$ cat config.mk
export PLATFORM = sky130hd
export DESIGN_NAME = preamble_length_sum_frame_parser
export DESIGN_NICKNAME = d
export VERILOG_FILES = /design/src/rtl/pls_pkg.sv /design/src/rtl/pls_cfg_regs.sv /design/src/rtl/pls_parser.sv /design/src/rtl/preamble_length_sum_frame_parser.sv
export SDC_FILE = /design/constraint.sdc
export NUM_CORES = 1
export LEC_CHECK = 0
export BUFFER_PORTS_ARGS = -buffer_cell sky130_fd_sc_hd__buf_2
export CAP_MARGIN = 15
export CORE_MARGIN = 2
export CORE_UTILIZATION = 59
export DETAILED_ROUTE_END_ITERATION = 16
export PLACE_DENSITY_LB_ADDON = 0.12
export SLEW_MARGIN = 20
export SYNTH_ARGS = -nofsm -noshare
export SYNTH_HDL_FRONTEND = slang
export SYNTH_SLANG_ARGS = --single-unit
$ cat constraint.sdc
create_clock -name clk -period 3.2 [get_ports clk]
set_input_delay 0.16 -clock clk [delete_from_list [all_inputs] [get_ports clk]]
set_output_delay 0.16 -clock clk [all_outputs]
set_load 0.01 [all_outputs]
$ cat src/rtl/pls_pkg.sv
// ----------------------------------------------------------------------------
// pls_pkg: shared types and constants for the frame parser
// Status and command codes, configuration bundle, result bundle.
// ----------------------------------------------------------------------------
package pls_pkg;

  localparam int unsigned CFG_IDX_W  = 8;
  localparam int unsigned CFG_DATA_W = 32;

  // configuration register indexes
  localparam logic [CFG_IDX_W-1:0] REG_PREAMBLE = 8'd0;
  localparam logic [CFG_IDX_W-1:0] REG_CODE_GM  = 8'd1;
  localparam logic [CFG_IDX_W-1:0] REG_CODE_GC  = 8'd2;
  localparam logic [CFG_IDX_W-1:0] REG_CODE_SC  = 8'd3;

  // status codes
  localparam logic [1:0] ST_PROGRESS = 2'd0;
  localparam logic [1:0] ST_OK       = 2'd1;
  localparam logic [1:0] ST_BAD_PRE  = 2'd2;
  localparam logic [1:0] ST_BAD_CHK  = 2'd3;

  // command kinds
  localparam logic [1:0] KIND_GET_MEAS = 2'd0;
  localparam logic [1:0] KIND_GET_CFG  = 2'd1;
  localparam logic [1:0] KIND_SET_CFG  = 2'd2;
  localparam logic [1:0] KIND_UNKNOWN  = 2'd3;

  // reset values of the registers
  localparam logic [31:0] PREAMBLE_RST = 32'h0000_0000;
  localparam logic [7:0]  CODE_GM_RST  = 8'd0;
  localparam logic [7:0]  CODE_GC_RST  = 8'd1;
  localparam logic [7:0]  CODE_SC_RST  = 8'd2;

  typedef struct packed {
    logic [31:0] preamble_word;
    logic [7:0]  code_get_measurement;
    logic [7:0]  code_get_configuration;
    logic [7:0]  code_set_configuration;
  } cfg_t;

  typedef struct packed {
    logic [1:0]  status;
    logic [1:0]  command_kind;
    logic [7:0]  command_byte;
    logic [15:0] payload_length;
    logic [7:0]  payload_byte;
    logic        payload_valid;
  } res_t;

  // first match wins: get measurement, get configuration, set configuration
  function automatic logic [1:0] classify(input logic [7:0] cmd, input cfg_t cfg);
    logic [1:0] kind;
    if (cmd == cfg.code_get_measurement) begin
      kind = KIND_GET_MEAS;
    end else if (cmd == cfg.code_get_configuration) begin
      kind = KIND_GET_CFG;
    end else if (cmd == cfg.code_set_configuration) begin
      kind = KIND_SET_CFG;
    end else begin
      kind = KIND_UNKNOWN;
    end
    return kind;
  endfunction

endpackage

$ cat src/rtl/pls_cfg_regs.sv
// ----------------------------------------------------------------------------
// pls_cfg_regs: configuration register file
// Four write-only registers; writes to unknown indexes are dropped.
// ----------------------------------------------------------------------------
module pls_cfg_regs (
  input  logic                         clk,
  input  logic                         rst_n,
  input  logic                         wr_en,
  input  logic [pls_pkg::CFG_IDX_W-1:0]  wr_index,
  input  logic [pls_pkg::CFG_DATA_W-1:0] wr_data,
  output pls_pkg::cfg_t                cfg
);
  import pls_pkg::*;

  cfg_t cfg_r;
  cfg_t cfg_nxt;

  always_comb begin
    cfg_nxt = cfg_r;
    if (wr_en) begin
      unique case (wr_index)
        REG_PREAMBLE: cfg_nxt.preamble_word          = wr_data;
        REG_CODE_GM:  cfg_nxt.code_get_measurement   = wr_data[7:0];
        REG_CODE_GC:  cfg_nxt.code_get_configuration = wr_data[7:0];
        REG_CODE_SC:  cfg_nxt.code_set_configuration = wr_data[7:0];
        default:      cfg_nxt = cfg_r;
      endcase
    end
  end

  always_ff @(posedge clk) begin
    if (!rst_n) begin
      cfg_r.preamble_word          <= PREAMBLE_RST;
      cfg_r.code_get_measurement   <= CODE_GM_RST;
      cfg_r.code_get_configuration <= CODE_GC_RST;
      cfg_r.code_set_configuration <= CODE_SC_RST;
    end else begin
      cfg_r <= cfg_nxt;
    end
  end

  assign cfg = cfg_r;

endmodule

$ cat src/rtl/pls_parser.sv
// ----------------------------------------------------------------------------
// pls_parser: frame parse state and per-byte decode
// Holds the frame phase, running sum and header fields; computes the result
// for the byte presented and advances the state when that byte is taken.
// ----------------------------------------------------------------------------
module pls_parser (
  input  logic          clk,
  input  logic          rst_n,
  input  logic          step,
  input  logic [7:0]    rx_byte,
  input  pls_pkg::cfg_t cfg,
  output pls_pkg::res_t res
);
  import pls_pkg::*;

  localparam logic [2:0] PH_PRE  = 3'd0;
  localparam logic [2:0] PH_CMD  = 3'd1;
  localparam logic [2:0] PH_LENH = 3'd2;
  localparam logic [2:0] PH_LENL = 3'd3;
  localparam logic [2:0] PH_DATA = 3'd4;
  localparam logic [2:0] PH_CHKH = 3'd5;
  localparam logic [2:0] PH_CHKL = 3'd6;

  logic [2:0]  phase_r,   phase_nxt;
  logic [1:0]  pre_idx_r, pre_idx_nxt;
  logic [7:0]  cmd_r,     cmd_nxt;
  logic [15:0] len_r,     len_nxt;
  logic [15:0] remain_r,  remain_nxt;
  logic [15:0] sum_r,     sum_nxt;
  logic [7:0]  chk_hi_r,  chk_hi_nxt;
  logic [7:0]  expect_byte;

  always_comb begin
    case (pre_idx_r)
      2'd0:    expect_byte = cfg.preamble_word[31:24];
      2'd1:    expect_byte = cfg.preamble_word[23:16];
      2'd2:    expect_byte = cfg.preamble_word[15:8];
      default: expect_byte = cfg.preamble_word[7:0];
    endcase
  end

  always_comb begin
    phase_nxt  = phase_r;
    pre_idx_nxt = pre_idx_r;
    cmd_nxt    = cmd_r;
    len_nxt    = len_r;
    remain_nxt = remain_r;
    sum_nxt    = sum_r;
    chk_hi_nxt = chk_hi_r;
    res.status        = ST_PROGRESS;
    res.command_kind  = KIND_GET_MEAS;
    res.payload_byte  = 8'd0;
    res.payload_valid = 1'b0;

    unique case (phase_r)
      PH_PRE: begin
        if (rx_byte != expect_byte) begin
          // mismatching byte is dropped, not retried as a first byte
          res.status  = ST_BAD_PRE;
          pre_idx_nxt = 2'd0;
        end else if (pre_idx_r == 2'd3) begin
          pre_idx_nxt = 2'd0;
          phase_nxt   = PH_CMD;
        end else begin
          pre_idx_nxt = pre_idx_r + 2'd1;
        end
      end
      PH_CMD: begin
        cmd_nxt   = rx_byte;
        sum_nxt   = {8'd0, rx_byte};
        phase_nxt = PH_LENH;
      end
      PH_LENH: begin
        len_nxt   = {rx_byte, 8'd0};
        sum_nxt   = sum_r + {rx_byte, 8'd0};
        phase_nxt = PH_LENL;
      end
      PH_LENL: begin
        len_nxt    = {len_r[15:8], rx_byte};
        sum_nxt    = sum_r + {8'd0, rx_byte};
        remain_nxt = {len_r[15:8], rx_byte};
        phase_nxt  = ({len_r[15:8], rx_byte} == 16'd0) ? PH_CHKH : PH_DATA;
      end
      PH_DATA: begin
        sum_nxt           = sum_r + {8'd0, rx_byte};
        res.payload_byte  = rx_byte;
        res.payload_valid = 1'b1;
        remain_nxt        = remain_r - 16'd1;
        if (remain_r == 16'd1) begin
          phase_nxt = PH_CHKH;
        end
      end
      PH_CHKH: begin
        chk_hi_nxt = rx_byte;
        phase_nxt  = PH_CHKL;
      end
      PH_CHKL: begin
        if ({chk_hi_r, rx_byte} == sum_r) begin
          res.status       = ST_OK;
          res.command_kind = classify(cmd_r, cfg);
        end else begin
          res.status = ST_BAD_CHK;
        end
        phase_nxt = PH_PRE;
      end
      default: begin
        phase_nxt   = PH_PRE;
        pre_idx_nxt = 2'd0;
      end
    endcase

    res.command_byte   = cmd_nxt;
    res.payload_length = len_nxt;
  end

  always_ff @(posedge clk) begin
    if (!rst_n) begin
      phase_r   <= PH_PRE;
      pre_idx_r <= 2'd0;
      cmd_r     <= 8'd0;
      len_r     <= 16'd0;
    end else if (step) begin
      phase_r   <= phase_nxt;
      pre_idx_r <= pre_idx_nxt;
      cmd_r     <= cmd_nxt;
      len_r     <= len_nxt;
    end
  end

  // set before they are read within a frame, no reset needed
  always_ff @(posedge clk) begin
    if (step) begin
      remain_r <= remain_nxt;
      sum_r    <= sum_nxt;
      chk_hi_r <= chk_hi_nxt;
    end
  end

endmodule

$ cat src/rtl/preamble_length_sum_frame_parser.sv
// ----------------------------------------------------------------------------
// preamble_length_sum_frame_parser: byte-stream frame parser
// Path: byte registered in the input reg, then its result in the result reg.
// Throughput: 1 byte per cycle while out_stall is low; the parse state
// updates as each byte moves from the input register to the result register.
// Reset: synchronous active-low rst_n; parse restarts at the first preamble
// byte, command/length read as zero, code registers take 0, 1, 2.
// ----------------------------------------------------------------------------
module preamble_length_sum_frame_parser (
  input  logic                          clk,
  input  logic                          rst_n,
  // byte input request channel
  input  logic                          in_valid,
  output logic                          in_stall,
  input  logic [7:0]                    in_rx_byte,
  // result request channel
  output logic                          out_valid,
  input  logic                          out_stall,
  output logic [1:0]                    out_status,
  output logic [1:0]                    out_command_kind,
  output logic [7:0]                    out_command_byte,
  output logic [15:0]                   out_payload_length,
  output logic [7:0]                    out_payload_byte,
  output logic                          out_payload_valid,
  // configuration write channel
  input  logic                          cfg_valid,
  output logic                          cfg_ready,
  input  logic [pls_pkg::CFG_IDX_W-1:0]  cfg_index,
  input  logic [pls_pkg::CFG_DATA_W-1:0] cfg_data
);
  import pls_pkg::*;

  cfg_t cfg;
  res_t res;
  res_t res_r;

  logic       in_vld_r;   // input register holds a byte
  logic [7:0] in_byte_r;
  logic       out_vld_r;
  logic       out_load;   // result register can take a new result
  logic       step;       // byte in input register is parsed this cycle

  // Config writes are always taken; the contract keeps them to idle time.
  assign cfg_ready = 1'b1;

  pls_cfg_regs u_cfg (
    .clk      (clk),
    .rst_n    (rst_n),
    .wr_en    (cfg_valid & cfg_ready),
    .wr_index (cfg_index),
    .wr_data  (cfg_data),
    .cfg      (cfg)
  );

  // Result register frees up when empty or being drained this cycle.
  assign out_load = !out_vld_r || !out_stall;
  assign step     = in_vld_r && out_load;
  // Input register accepts when empty or when its byte moves on now.
  assign in_stall = in_vld_r && !out_load;

  always_ff @(posedge clk) begin
    if (!rst_n) begin
      in_vld_r <= 1'b0;
    end else if (!in_stall) begin
      in_vld_r <= in_valid;
    end
  end

  always_ff @(posedge clk) begin
    if (!in_stall && in_valid) begin
      in_byte_r <= in_rx_byte;
    end
  end

  pls_parser u_parser (
    .clk     (clk),
    .rst_n   (rst_n),
    .step    (step),
    .rx_byte (in_byte_r),
    .cfg     (cfg),
    .res     (res)
  );

  always_ff @(posedge clk) begin
    if (!rst_n) begin
      out_vld_r <= 1'b0;
    end else if (out_load) begin
      out_vld_r <= in_vld_r;
    end
  end

  always_ff @(posedge clk) begin
    if (step) begin
      res_r <= res;
    end
  end

  assign out_valid          = out_vld_r;
  assign out_status         = res_r.status;
  assign out_command_kind   = res_r.command_kind;
  assign out_command_byte   = res_r.command_byte;
  assign out_payload_length = res_r.payload_length;
  assign out_payload_byte   = res_r.payload_byte;
  assign out_payload_valid  = res_r.payload_valid;

endmodule

## Word-level counts from Yosys, hierarchy flattened

Cells that the tools add are included.

| word-level totals | value |
|---|---|
| word-level logic and storage cells | 95 |
| flip-flop bits (word level) | 172 |
| output and inout port bits | 40 |

| operators by class | value |
|---|---|
| muxes and demuxes | 19 |
| equal/unequal tests | 21 |
| reductions and logical operators | 27 |
| add/sub/neg operators | 4 |
| bitwise gates (word level) | 3 |

Operators with widths:

| operator | number |
|---|---|
| one-hot mux 16 bit (2 select lines) | 2 |
| one-hot mux 16 bit (3 select lines) | 1 |
| equality test 8 bit | 3 |
| one-hot mux 8 bit (3 select lines) | 1 |
| one-hot mux 3 bit (6 select lines) | 1 |
| adder 16 bit | 1 |
| adder 16 x 8 -> 16 bit | 1 |
| equality test 16 x 1 -> 1 bit (second input constant) | 1 |
| equality test 16 bit | 1 |
| equality test 8 x 2 -> 1 bit (second input constant) | 2 |
| logical NOT 16 bit | 1 |
| AND reduction 2 bit | 8 |
| subtractor 16 x 1 -> 16 bit (second input constant) | 1 |
| equality test 3 bit (second input constant) | 3 |
| two-way mux 3 bit | 3 |
| equality test 8 x 1 -> 1 bit (second input constant) | 1 |
| logical NOT 8 bit | 1 |
| two-way mux 2 bit | 4 |
| two-way mux 8 bit | 1 |
| inequality test 8 bit | 1 |
| one-hot mux 2 bit (2 select lines) | 2 |
| equality test 3 x 2 -> 1 bit (second input constant) | 2 |
| OR reduction 6 bit | 1 |
| equality test 2 bit (second input constant) | 2 |
| other kinds (18) | 29 |

## Longest topological paths before layout

Gate-level depths: netlist (run 1).

| logic depth | value |
|---|---|
| depth after elaboration | 6 |
| mapped depth | 9 |
| gate-level depth less buffers | 9 |

## Modules after synthesis

Synthesis (run 1) repeated with hierarchy kept, for this count alone.

| second synthesis, totals | value |
|---|---|
| cells, all modules | 827 |
| area, all modules | 8516.9 sq um |

Modules (own cells, without submodules):

| module | seq. area each (sq um) | times used | cells an instance | area an instance (sq um) |
|---|---|---|---|---|
| pls_parser | 1781.7 | 1 | 548 | 4845.9 |
| pls_cfg_regs | 1121.1 | 1 | 224 | 2224.6 |
| preamble_length_sum_frame_parser | 1391.3 | 1 | 55 | 1446.4 |

## Worst setup path after synthesis (run 1)

OpenSTA, ideal clock, no wires.

| path | value |
|---|---|
| path type | register to register |
| from | register u_parser.phase_r[2] |
| to | register u_parser.remain_r[0], enable pin |
| data arrival time | 2.081 ns |
| cell stages (with the launch flop) | 6 |
| setup slack | 0.730 ns |
| setup time | 0.388 ns |
| path buffers | 2 |
| period minus slack after synthesis | 2.470 ns |
| path through | dfxtp_1 -> clkbuf_1 -> nor3b_2 -> nor2_1 -> clkbuf_1 -> nor2_1 |

| on the way | value |
|---|---|
| word-level cells in the longest chain between the ends | 3 |
| elaborated cells between the ends (all ways) | 4 |
| those cells by class | 2 x eq/ne; 2 x reduce/logical |

RTL lines:

| item | RTL line | source |
|---|---|---|
| start, declared | pls_parser.sv:24 | `logic [2:0] phase_r, phase_nxt;` |
| start signal, assigned | pls_parser.sv:123 | `phase_r <= phase_nxt;` |
| equality test 3 x 2 -> 1 bit / equality test 3 bit (equally long branches) | pls_parser.sv:55 | `unique case (phase_r)` |
| nonzero test 2 bit (no line) * | n/a |  |
| AND reduction 2 bit (no line) * | n/a |  |
| end signal, assigned | pls_parser.sv:133 | `remain_r <= remain_nxt;` |
| end, declared | pls_parser.sv:28 | `logic [15:0] remain_r, remain_nxt;` |

Mark *: on every way between the ends. The rest lies on a longest branch, timed or not.
A chain may end at the register's enable or synchronous reset.

## Worst setup path after layout (run 1)

| path | value |
|---|---|
| from | register in_byte_r[0] |
| to | register u_parser.sum_r[14], data pin |

| on the way | value |
|---|---|
| word-level cells in the longest chain between the ends | 2 |
| elaborated cells between the ends (all ways) | 3 |
| those cells by class | 2 x add/sub; 1 x mux |

RTL lines:

| item | RTL line | source |
|---|---|---|
| start, declared | preamble_length_sum_frame_parser.sv:38 | `logic [7:0] in_byte_r;` |
| start signal, assigned | preamble_length_sum_frame_parser.sv:71 | `in_byte_r <= in_rx_byte;` |
| adder 16 x 8 -> 16 bit / adder 16 bit (equally long branches) | pls_parser.sv:80, pls_parser.sv:85, pls_parser.sv:75 |  |
| one-hot mux 16 bit (3 select lines) * | pls_parser.sv:55 |  |
| named net u_parser.sum_nxt[14] | pls_parser.sv:29 | `logic [15:0] sum_r, sum_nxt;` |
| end signal, assigned | pls_parser.sv:134 | `sum_r <= sum_nxt;` |
| end, declared | pls_parser.sv:29 |  |

The timed path passes the listed nets; every way through them passes the cells marked *.

==> flow_summary.toml, run 1 <==
[status]
status = "finished clean"

[sta]
hold_slack_ns = 0.0136
slew_headroom = 0.308
worst_slew_pin_slew_ns = 1.04
max_freq_mhz = 396
finalSetupViolCount = 0
slew_viol_final = 0
finalCritPeriodShare = 0.790
setup_ws_ns = 0.672
tns_ns = 0
rsz0062_at_grt = "no"
clock_skew_ns = 0.00693
period_needed_ns = 2.53
timing.final.hold_violations = 0

[placed_design]
io_buffers = 91
routabilityCongestion = 0.898
pre_cts_ws_ns = 0.727
dp_hpwl_um = 13100

[drt]
wire_per_inst_um = 17.3
highest_layer = "met4"
ant_nets = 0
met3_length_um = 1070
viasPerCell = 5.73
wl_met1_um = 8270
vias = 6616
dr.pass1.iters = 5
drcViolationCount = 0
met2WireLength_um = 9840
first_iter_violations = 635
wirelength_um = 19900

[worst_hold_path]
hold_class = "in -> reg"

[cts]
clk_latency_ns = 0.44
numClockSinks = 172
numCtsBuffers = 17
htreeDepth = 4
hold_buffers = 35
cts_tree = "built"
postCtsResizedCells = 0
clk_pin_slew_ns = 0.06
cts_max_path_buffers = 2
root_buffer = "clkbuf_16"
cts_setup_buffers = 0

[floorplan]
fp.dieH_um = 124
io_pins = 93
rows = 43
core_mm2 = 0.0139
die_w_um = 124
die_area_mm2 = 0.0153
initial_core_util = 0.608

[layout]
layout-drive-gt1-share = 0.161
n_antenna_cell = 0
utilization = 0.713
final_common_cell = "nand2_1"
layout-area-overhead-vs-synth_pct = 17.3
num-nets-final = 1037
fillers = 1023
final_cell_mix = "nand2_1, buf_2, dfxtp_1"

[global_route]
grt_max_degree = 64
grt_pass1_wl_um = 31600
grt_pass1_vias = 6415
grt-ovfl-total = 0
grt_usage = 0.272
antenna_found_initial = 0

[logic_synthesis]
netlist-cell-type-count = 57
syn_inst = 855
async_flop_share = 0
synth_fp_nets = 931
netlist_area_mm2 = 0.00848
synth.top_cell.area_share = 0.301
yosysWarnings = 0
yosys.area.top_type = "edfxtp_1"
netlist_top_cells_area = "edfxtp_1, dfxtp_1, nand2_1"
synthFlopType = "dfxtp_1"
synth-edff-count = 85
syn_avg_cell_area_um2 = 9.91
seq_area_frac_synth = 0.507
ys_ff_latch = 172

[setup_path]
crit_path_end_kind = "flop"
critPathKind = "reg -> reg"
crit_path_start_kind = "flop"
arrival_ns = 2.68
required_ns = 3.35
crit_fanout = 8

[power_and_ir_drop]
p_leak_nw = 3.71
power_mw = 4.63
power_density_mw_per_mm2 = 466
ir_drop_uv = 356

[flow_run]
maxCapViolCount = 0
worst paths after layout:
kind	cells past startpoint	end	start	slack (ns)
setup / recovery	9	u_parser.sum_r[14]	in_byte_r[0]	0.67
setup reg to reg	9	u_parser.sum_r[14]	in_byte_r[0]	0.67
hold reg to reg	2	u_cfg.cfg[31]	u_cfg.cfg[31]	0.46
hold / removal	3	u_cfg.cfg[31]	cfg_data[7]	0.01
flip-flops by register name, summed over array words and instances (netlist names):
name / flops
u_parser.cmd_r: 8
out_command_byte: 8
out_status: 2
out_payload_byte: 8
u_parser.phase_r: 3
u_cfg.cfg: 56
u_parser.remain_r: 16
u_parser.pre_idx_r: 2
u_parser.sum_r: 16
out_command_kind: 2
out_payload_length: 16
out_valid: 1
in_byte_r: 8
u_parser.chk_hi_r: 8
out_payload_valid: 1
u_parser.len_r: 16
in_vld_r: 1
logic make-up (layout without fill, tap and decap cells):
| kind of cell | Yosys count | after routing | synth area share |
|---|---|---|---|
| xor gates and xnor gates | 72 | 72 | 0.0744 |
| buffers and inverters | 75 | 194 | 0.0381 |
| muxes | 32 | 32 | 0.0390 |
| DFF | 172 | 172 | 0.507 |
| adders and majority gates | 23 | 23 | 0.0357 |
| and+or+nand+nor | 327 | 327 | 0.182 |
| AOI/OAI and AO/OA | 153 | 153 | 0.124 |
| other | 1 | 1 | 0.000442 |
routing by layer:
layer | vias to the layer above | GRT usage
met4 | 0 | 0.135
li1 | 3190 | -
met3 | 57 | 0.0577
met5 | - | 0
met1 | 3124 | 0.329
met2 | 245 | 0.459
synthesized netlist by cell type, types with 11 or more instances:
cell      number
a21boi_0      27
a21boi_1      30
a21oi_1       27
clkbuf_1      42
dfxtp_1       87
edfxtp_1      85
ha_1          21
inv_1         18
mux2i_1       24
nand2_1      169
nor2_1        54
nor2b_1       20
nor3_1        11
nor4_1        13
o21ai_0       22
xnor2_1       47
xor2_1        25
critical path: stages, from the launching register on:
cell,delay (ns)
edfxtp_1,0.44
buf_4,0.20
ha_1,0.23
fa_1,0.41
a21o_1,0.18
a21oi_1,0.22
o21bai_1,0.09
a21oi_1,0.17
xor2_1,0.18
o22ai_1,0.11
stage by stage:
| step | area [um^2] | instances |
|---|---|---|
| 2_1_floorplan | 8480 | 855 |
| 3_3_place_gp | 9040 | 1087 |
| 3_5_place_dp | 9040 | 1087 |
| 4_1_cts | 9940 | 1154 |
| 5_1_grt | 9940 | 1154 |
| 6_report | 9940 | 1154 |
layout make-up:
class | instances | area (um^2) | share of cell area
multi-input cells | 608 | 3870 | 0.389
well taps | 180 | 225 | 0.0227
repair buffers | 144 | 941 | 0.0946
flip-flops and latches | 172 | 4290 | 0.432
clock inverters | 14 | 119 | 0.0120
clock buffers | 18 | 429 | 0.0432
inverters | 18 | 67.6 | 0.00680
power breakdown:
group | internal (mW) | switching [mW]
clock | 1.07 | 0.888
sequential | 2.34 | 0.0259
combinational | 0.146 | 0.165
total | 3.55 | 1.08
Power figures use the tool's default switching activity.
==> run 2: changes to the inputs <==
CORE_UTILIZATION = 53   (was 59)
clock period = 2.3 ns   (was 3.2 ns; I/O delays follow)
==> run 2 against run 1 <==
  * Maximum frequency rose by 11%
  * Hold slack improved by 0.013 ns
  * Die area rose by 11%
  * Clock skew rose by 0.0029 ns
  * Setup slack got worse by 0.66 ns
  * Flip-flop and latch count did not move
  * Wire length rose by 2.9%
==> flow_summary.toml, run 2 (synthesized netlist as in run 1, its figures left out) <==
[sta]
hold_slack_ns = 0.0268
slew_viol_final = 0
clock_skew_ns = 0.00980
rsz0062_at_grt = "yes"
worst_slew_pin_slew_ns = 0.779
timing.final.hold_violations = 0
finalSetupViolCount = 0
finalCritPeriodShare = 0.993
period_needed_ns = 2.28
slew_headroom = 0.480
max_freq_mhz = 438

[setup_path]
crit_path_start_kind = "flop"
arrival_ns = 2.46
crit_chain = "ha_4, inv_2, fa_2, nor2b_2, o21ai_2, a21oi_1, buf_4, o2111ai_4, xor2_1, o22ai_1"
crit_path_end_kind = "flop"
crit_family = "adder cells"
required_ns = 2.47
crit_slowest_cell = "edfxtp_1"
rr_worst_depth = 10
timing.rr.end = "u_parser.sum_r[14]"
cp_num_buf_inv = 2
reg2reg_slack_ns = 0.02
cpPeakStageDelay_ns = 0.47
critPathKind = "reg -> reg"
crit_fanout = 5
r2r_start = "in_byte_r[0]"

[layout]
layout-drive-gt1-share = 0.206
num-nets-final = 1070
layout-area-overhead-vs-synth_pct = 23.0
n_antenna_cell = 0
largest_register_ffs = 56
final_common_cell = "nand2_1"
final_cell_mix = "nand2_1, buf_2, edfxtp_1, dfxtp_1, nor2_1"

[power_and_ir_drop]
power_density_mw_per_mm2 = 629
p_leak_nw = 3.91
power_mw = 6.56
ir_drop_uv = 531

[global_route]
grt_pass1_wl_um = 32700
grt_max_degree = 49
grt-ovfl-total = 0
antenna_found_initial = 0
grt_usage = 0.250
grt_pass1_vias = 6526

[drt]
vias = 6707
drcViolationCount = 0
wire_per_inst_um = 16.8
first_iter_violations = 472
ant_nets = 0
dr.pass1.iters = 8
viasPerCell = 5.48
wirelength_um = 20500

[placed_design]
routabilityCongestion = 0.837
dp_hpwl_um = 13700
io_buffers = 91

[cts]
clk_pin_slew_ns = 0.07
numCtsBuffers = 17
cts_tree = "built"
root_buffer = "clkbuf_16"
htreeDepth = 4
cts_max_path_buffers = 2
clk_latency_ns = 0.43
numClockSinks = 172

[floorplan]
core_mm2 = 0.0158
initial_core_util = 0.538
die_area_mm2 = 0.0170
fp.dieH_um = 130
io_pins = 93
die_w_um = 130
rows = 46

[worst_hold_path]
min_from = "cfg_data[5]"
min_path_cells = 3
min_to = "u_cfg.cfg[29]"
hold_class = "in -> reg"

[status]
status = "finished clean"

[flow_run]
maxCapViolCount = 0
## run 2: cell count changes in the layout (fill, tap and decap cells not counted), moves of 3 or more
cell / previous run / this run
buf_4: 18 / 44
dlygate4sd3_1: 35 / 41
ha_1: 21 / 15
ha_4: 0 / 4
o21ai_0: 22 / 18
clkinvlp_4: 3 / 0
inv_1: 17 / 14
## run 2: timing repair
action	CTS	global route
pin swaps	6	11
resized for setup	6	28
endpoints found under the setup margin	8	14
hold buffers	40	1
buffers inserted	0	5
endpoints found under the hold margin	50	1
## run 2: through the flow
stage	util	TNS (ns)	cell area, um^2	worst slack (ns)	cells
floorplan	-	0	8480	0.0583	855
global placement	0.588	-0.0374	9280	-0.0374	1145
detailed placement	0.588	-0.250	9280	-0.0717	1145
CTS	0.651	0	10300	0.00192	1217
global route	0.661	-0.459	10400	-0.0713	1223
finish	0.661	0	10400	0.0156	1223
## run 2: layout make-up
type,instances,area [um^2]
Fill cell,1272,5350
Tap cell,216,270
Inverter,18,70.1
Clock buffer,20,457
Multi-Input combinational cell,608,4000
Clock inverter,12,111
Timing Repair Buffer,177,1220
Sequential cell,172,4300
## run 2: routing by layer
| metal | share of wire | GRT usage | up-vias |
|---|---|---|---|
| li1 | - | - | 3252 |
| met1 | 0.42 | 0.311 | 3223 |
| met2 | 0.51 | 0.424 | 198 |
| met3 | 0.047 | 0.0501 | 34 |
| met4 | 0.025 | 0.110 | 0 |
| met5 | 0 | 0 | - |
## run 2: worst max path at each step
stage	endpoint	slack [ns]	startpoint	cells past startpoint
2_1_floorplan	u_parser.sum_r[12]	0.06	in_byte_r[1]	9
3_3_place_gp	out_status[1]	-0.04	u_parser.pre_idx_r[1]	8
3_5_place_dp	u_parser.sum_r[11]	-0.07	in_byte_r[1]	7
4_1_cts	out_status[1]	0.002	u_parser.pre_idx_r[0]	8
5_1_grt	u_parser.sum_r[12]	-0.07	in_byte_r[0]	10
6_report	u_parser.sum_r[14]	0.02	in_byte_r[0]	10
## run 2: worst min-delay path, cell delays in order
cell	delay, ns
buf_2	0.15
nand2_1	0.07
a21boi_1	0.06
## run 2: power by group
group,total [mW],internal [mW],switching (mW)
Combinational,0.479,0.231,0.248
Clock,2.79,1.56,1.23
Sequential,3.29,3.25,0.0343
Total,6.56,5.05,1.51
==> run 3: changes to the inputs <==
CORE_UTILIZATION = 55   (was 53)
CTS_BUF_LIST = sky130_fd_sc_hd__clkbuf_8   (was default)
==> run 3 against run 2 <==
  * Flip-flop and latch count unchanged
  * Cell area down 1.4%
  * Register-to-register slack better by 0.03 ns
  * Maximum frequency up 1.2%
  * Via count up 0.76%
  * Global-route usage up 0.93 points
  * Non-clock buffer count up 8
  * Largest power group unchanged
  * Highest routed layer unchanged
  * Sequential power about the same
==> flow_summary.toml, run 3 (synthesized netlist as in run 1, its figures left out) <==
[status]
status = "finished clean"

[floorplan]
io_pins = 93
rows = 45
die_w_um = 128
fp.dieH_um = 128
initial_core_util = 0.560
core_mm2 = 0.0151
die_area_mm2 = 0.0164

[setup_path]
required_ns = 2.71
crit_slowest_cell = "a222oi_1"
crit_fanout = 8
cpPeakStageDelay_ns = 0.41
crit_family = "compound AO/OA/AOI/OAI gates"
crit_path_end_kind = "flop"
critPathKind = "reg -> reg"
arrival_ns = 2.67
crit_path_start_kind = "flop"
cp_num_buf_inv = 2
crit_chain = "inv_1, ha_2, a222oi_1, mux2i_1, xnor2_1, nand4_1, buf_4, nor3_1, o21a_1"

[sta]
clock_skew_ns = 0.0136
finalCritPeriodShare = 0.982
slew_viol_final = 0
timing.final.hold_violations = 0
rsz0062_at_grt = "yes"
max_freq_mhz = 443
worst_slew_pin_slew_ns = 0.684
finalSetupViolCount = 0
hold_slack_ns = 0.129
period_needed_ns = 2.26
slew_headroom = 0.544

[layout]
final_common_cell = "nand2_1"
final_cells = 1203
largest_register_ffs = 56
utilization = 0.679
layout-area-overhead-vs-synth_pct = 21.2
num-nets-final = 1078
final_cell_mix = "nand2_1, buf_2, dfxtp_1"
n_antenna_cell = 0
fillers = 1170
layout-drive-gt1-share = 0.208

[cts]
numClockSinks = 172
cts_tree = "built"
numCtsBuffers = 17
htreeDepth = 4
root_buffer = "clkbuf_8"
clk_latency_ns = 0.47
cts_max_path_buffers = 2
clk_pin_slew_ns = 0.09

[placed_design]
io_buffers = 91
dp_hpwl_um = 13800
placed_cells = 1121
routabilityCongestion = 0.859

[drt]
first_iter_violations = 463
dr.pass1.iters = 6
wirelength_um = 20400
wire_per_inst_um = 16.9
viasPerCell = 5.62
drcViolationCount = 0
vias = 6758
ant_nets = 0

[power_and_ir_drop]
power_density_mw_per_mm2 = 595
ir_drop_uv = 319
p_leak_nw = 3.86

[global_route]
grt_max_degree = 52
grt_pass1_wl_um = 33100
grt_pass1_vias = 6801
antenna_found_initial = 0
grt-ovfl-total = 0
grt_usage = 0.259

[flow_run]
maxCapViolCount = 0

[worst_hold_path]
hold_class = "in -> reg"
## run 3: worst paths after layout
kind / startpoint / to / slack, ns / cells past startpoint
min: rst_n / u_cfg.cfg[1] / 0.13 / 2
min reg2reg: u_cfg.cfg[30] / u_cfg.cfg[30] / 0.46 / 2
max reg2reg: u_parser.pre_idx_r[1] / u_parser.pre_idx_r[0] / 0.04 / 9
max: u_parser.pre_idx_r[1] / u_parser.pre_idx_r[0] / 0.04 / 9
## run 3: report_power, final
group	switching (mW)	total (mW)	internal (mW)
registers	0.0348	3.28	3.25
logic	0.249	0.483	0.234
clock network	1.13	2.34	1.21
## run 3: metal layers
layer | GRT usage | part of all wire | wire, um | vias up
met4 | 0.120 | 0.033 | 672 | 0
li1 | - | - | - | 3258
met3 | 0.0472 | 0.039 | 788 | 51
met1 | 0.319 | 0.43 | 8760 | 3252
met2 | 0.443 | 0.50 | 10100 | 197
met5 | 0 | 0 | 0 | -
## run 3: final cells by class
class	count	area [um^2]	share of cell area
flip-flops and latches	172	4300	0.418
well taps	188	235	0.0229
repair buffers	185	1280	0.124
clock inverters	14	188	0.0183
clock buffers	18	248	0.0241
multi-input cells	608	3960	0.386
inverters	18	70.1	0.00682
## run 3: repair_timing
action                                  4_1_cts  5_1_grt
hold buffers                                 42        0
setup buffers                                 0        8
pin swaps                                     2       19
resized for setup                             6       19
endpoints found under the setup margin        7       12
hold endpoints to repair                     65        0
## run 3: worst register-to-register path, cell delays in order, from the launching register on
cell and delay [ns]:
dfxtp_1 0.38, inv_1 0.10, ha_2 0.26, a222oi_1 0.41, mux2i_1 0.17, xnor2_1 0.19, nand4_1 0.19, buf_4 0.20
nor3_1 0.18, o21a_1 0.13
## run 3: stage by stage
stage	TNS, ns	cell area [um^2]	power [mW]	setup slack [ns]
2_1_floorplan	0	8480	3.58	0.0583
3_3_place_gp	0	9260	3.75	0.00559
3_5_place_dp	-0.0592	9260	3.76	-0.0215
4_1_cts	0	10100	6.12	0.0143
5_1_grt	-0.292	10300	6.30	-0.0690
6_report	0	10300	6.11	0.0425
